--- config.mk ---
export PLATFORM = sky130hd
export DESIGN_NAME = ufk_ram
export DESIGN_NICKNAME = d
export VERILOG_FILES = /design/src/rtl/ufk_ram.sv
export SDC_FILE = /design/constraint.sdc
export NUM_CORES = 1
export LEC_CHECK = 0
export ABC_AREA = 1
export BUFFER_PORTS_ARGS = -buffer_cell sky130_fd_sc_hd__buf_4
export CAP_MARGIN = 20
export CORE_UTILIZATION = 40
export DETAILED_ROUTE_END_ITERATION = 10
export GPL_TIMING_DRIVEN = 0
export PLACE_DENSITY = 0.53
export SLEW_MARGIN = 40
export SYNTH_ARGS = -nofsm -noshare
export SYNTH_HDL_FRONTEND = slang
export SYNTH_SLANG_ARGS = --single-unit
--- constraint.sdc ---
create_clock -name clk -period 1.25 [get_ports clk]
set_input_delay 0.125 -clock clk [delete_from_list [all_inputs] [get_ports clk]]
set_output_delay 0.125 -clock clk [all_outputs]
set_load 0.03 [all_outputs]
--- src/rtl/ufk_ram.sv ---
// Generic single-write, single-read RAM with registered read data.
module ufk_ram #(
  parameter int WIDTH = 8,
  parameter int DEPTH = 16,
  localparam int AW = (DEPTH > 1) ? $clog2(DEPTH) : 1
) (
  input  logic             clk,
  input  logic             we,
  input  logic [AW-1:0]    waddr,
  input  logic [WIDTH-1:0] wdata,
  input  logic [AW-1:0]    raddr,
  output logic [WIDTH-1:0] rdata
);

  logic [WIDTH-1:0] mem [DEPTH];

  always_ff @(posedge clk) begin
    if (we) begin
      mem[waddr] <= wdata;
    end
    rdata <= mem[raddr];
  end

endmodule

==> impl_metrics.json <==
{
  "avgSynthCellArea_um2": 10.5,
  "wirelength_um": 14400,
  "initial_core_util_pct": 41.2,
  "grt_max_degree": 17,
  "skew_ps": 3.47,
  "peakVddDrop_v": 0.000733,
  "post-dp-hpwl_um": 9290,
  "crit_path_start_kind": "input pin",
  "end_kind": "register",
  "post-route-cell-area_um2": 6770,
  "diodes": 0,
  "max_freq_mhz": 897,
  "grt_usage_pct": 21.1,
  "synth_top_cell_by_area": "edfxtp_1",
  "p_leak_nw": 2.91,
  "cap_violations": 0,
  "synth_xor_xnor_area_share_pct": 0,
  "io_buffers": 22,
  "layout.cells.non_filler": 785,
  "worstPathMaxFanout": 8,
  "fill_cells": 1305,
  "numCtsBuffers": 17,
  "place_congestion": 0.850,
  "synth_area_leaders": "edfxtp_1, nand2_1, nand3_1",
  "power.density_nw_per_um2": 1600,
  "synth-seq-area-share_pct": 69.4,
  "finalPower_w": 0.0108,
  "die_h_um": 122,
  "yosysMostFrequentCell": "nand2_1",
  "firstDrtPassIters": 5,
  "antenna_left": 0,
  "num_rows": 43,
  "hold-worst-slack_ps": 42.3,
  "synthSimpleGateAreaFrac_pct": 21.0,
  "viasPerCell": 4.93,
  "wl_per_cell_um": 18.4,
  "ys_seq_elements": 136,
  "worstPathArrival_ps": 1160,
  "critPathKind": "input pin to register",
  "grt_pass1_wl_um": 21800,
  "post-cts-setup-buffer-count": 0,
  "worstMarginPinSlew_ps": 781,
  "synth_nets": 569,
  "synth_top_area_share_pct": 66.7,
  "cts_sinks": 136,
  "slew_violations": 0,
  "cp.required_ps": 1300,
  "synth_ff_type": "edfxtp_1",
  "dieArea_um2": 14900,
  "synth.area.mux_share_pct": 0,
  "rsz0062_at_grt": "no",
  "synth_fa_ha_area_share_pct": 0,
  "grt-ovfl-total": 0,
  "worstSkewPairLatency_ps": 420,
  "synth_compound_area_share_pct": 0,
  "antenna_found_initial": 0,
  "area_delta_synth_final_pct": 17.3,
  "drt_iter0_drc": 424,
  "hold_viol_final": 0,
  "min_period_ps": 1110,
  "netlist_area_um2": 5770,
  "clk_pin_slew_ps": 60,
  "ys_top_cells_by_count": "nand2_1, edfxtp_1, inv_1, nand3_1, nor2_1",
  "placed_cells": 753,
  "synth_cell_types": 12,
  "grt_pass1_vias": 3630,
  "hold_class": "input pin to register",
  "clk_path_buf_depth": 2,
  "fp.coreArea_um2": 14000,
  "layout.nets": 610,
  "fin_crit_sh_pct": 89.2,
  "cts_resized": 0,
  "finalSetupViolCount": 0,
  "htree_levels": 4,
  "synth_edf_count": 128,
  "synth_top_family_by_area": "simple AND/OR/NAND/NOR gates",
  "drc": 0,
  "synthCells": 551,
  "via_count": 3867,
  "drive_above_1_share_pct": 14.2,
  "placed_cell_area_um2": 6180,
  "status": "completed",
  "slew_headroom_pct": 47.7,
  "postLayoutSetupSlackWorst_ps": 135,
  "holdBufCountCts": 0,
  "yosys_warnings": 0,
  "io_pins": 26,
  "dp_worst_setup_slack_ps": -292,
  "cts_tree": "done",
  "ys_async_sr_fraction_pct": 0,
  "cts-root-buf": "clkbuf_16",
  "die_x_um": 122
}
==> area by class of cell <==
cell class,instances,area [µm²],share of cell area [%]
Buffer,24,166,2.46
Clock buffer,17,425,6.29
Clock inverter,15,159,2.35
Inverter,102,383,5.66
Multi-Input combinational cell,289,1240,18.3
Sequential cell,136,4000,59.2
Tap cell,180,225,3.33
Timing Repair Buffer,22,165,2.44
==> per-layer routing <==
layer | track usage, % | vias up | wire, µm
met5 | 0 | - | 0
met3 | 3.32 | 21 | 886
li1 | - | 1861 | -
met2 | 31.7 | 145 | 6460
met1 | 30.1 | 1840 | 6740
met4 | 9.45 | 0 | 342
==> final timing paths <==
path / slack, ps / cells after the start / start / to
max: 140 / 3 / waddr[2] / mem[11][4]$_DFFE_PP_
min: 40 / 1 / wdata[2] / mem[5][2]$_DFFE_PP_
max reg2reg: 230 / 6 / mem[15][7]$_DFFE_PP_ / rdata[7]$_DFF_P_
min reg2reg: 710 / 6 / mem[14][5]$_DFFE_PP_ / rdata[5]$_DFF_P_
==> power by group <==
group	internal [W]	leakage [nW]	switching (W)
clock	0.00310	0.285	0.00184
sequential	0.00510	1.22	0.0000257
combinational	0.000227	1.40	0.000533
==> sequential cells by signal, summed over array words and instances (netlist names) <==
register / cells
rdata: 8
mem: 128
==> placed cells by master, fill, tap and decap left out <==
cell type   count
nor2_2         10
buf_2          13
clkinvlp_4      2
clkbuf_16      17
nor2_1          7
inv_2           2
nand3b_1        2
inv_1         100
clkinv_1        3
clkinv_4        1
inv_6           1
dfxtp_1         8
nand2_1       173
buf_6           6
nand3_1        97
edfxtp_1      128
clkinv_2        5
buf_1           1
bufinv_16       3
buf_4          26
==> cells by family after synthesis <==
family / Yosys count
buffers and inverters: 126
DFF: 136
and+or+nand+nor: 289
==> critical path: stages <==
cell and delay, ps:
buf_4 120, nand3b_1 260, nor2_1 650
==> per-stage QoR <==
stage	setup TNS [ps]	utilization (%)
global placement	-36450	44.0
finish	0	48.4
detailed placement	-26170	44.2
global route	0	48.4
floorplan	0	-
CTS	0	48.3
Power figures use the tool's default switching activity.
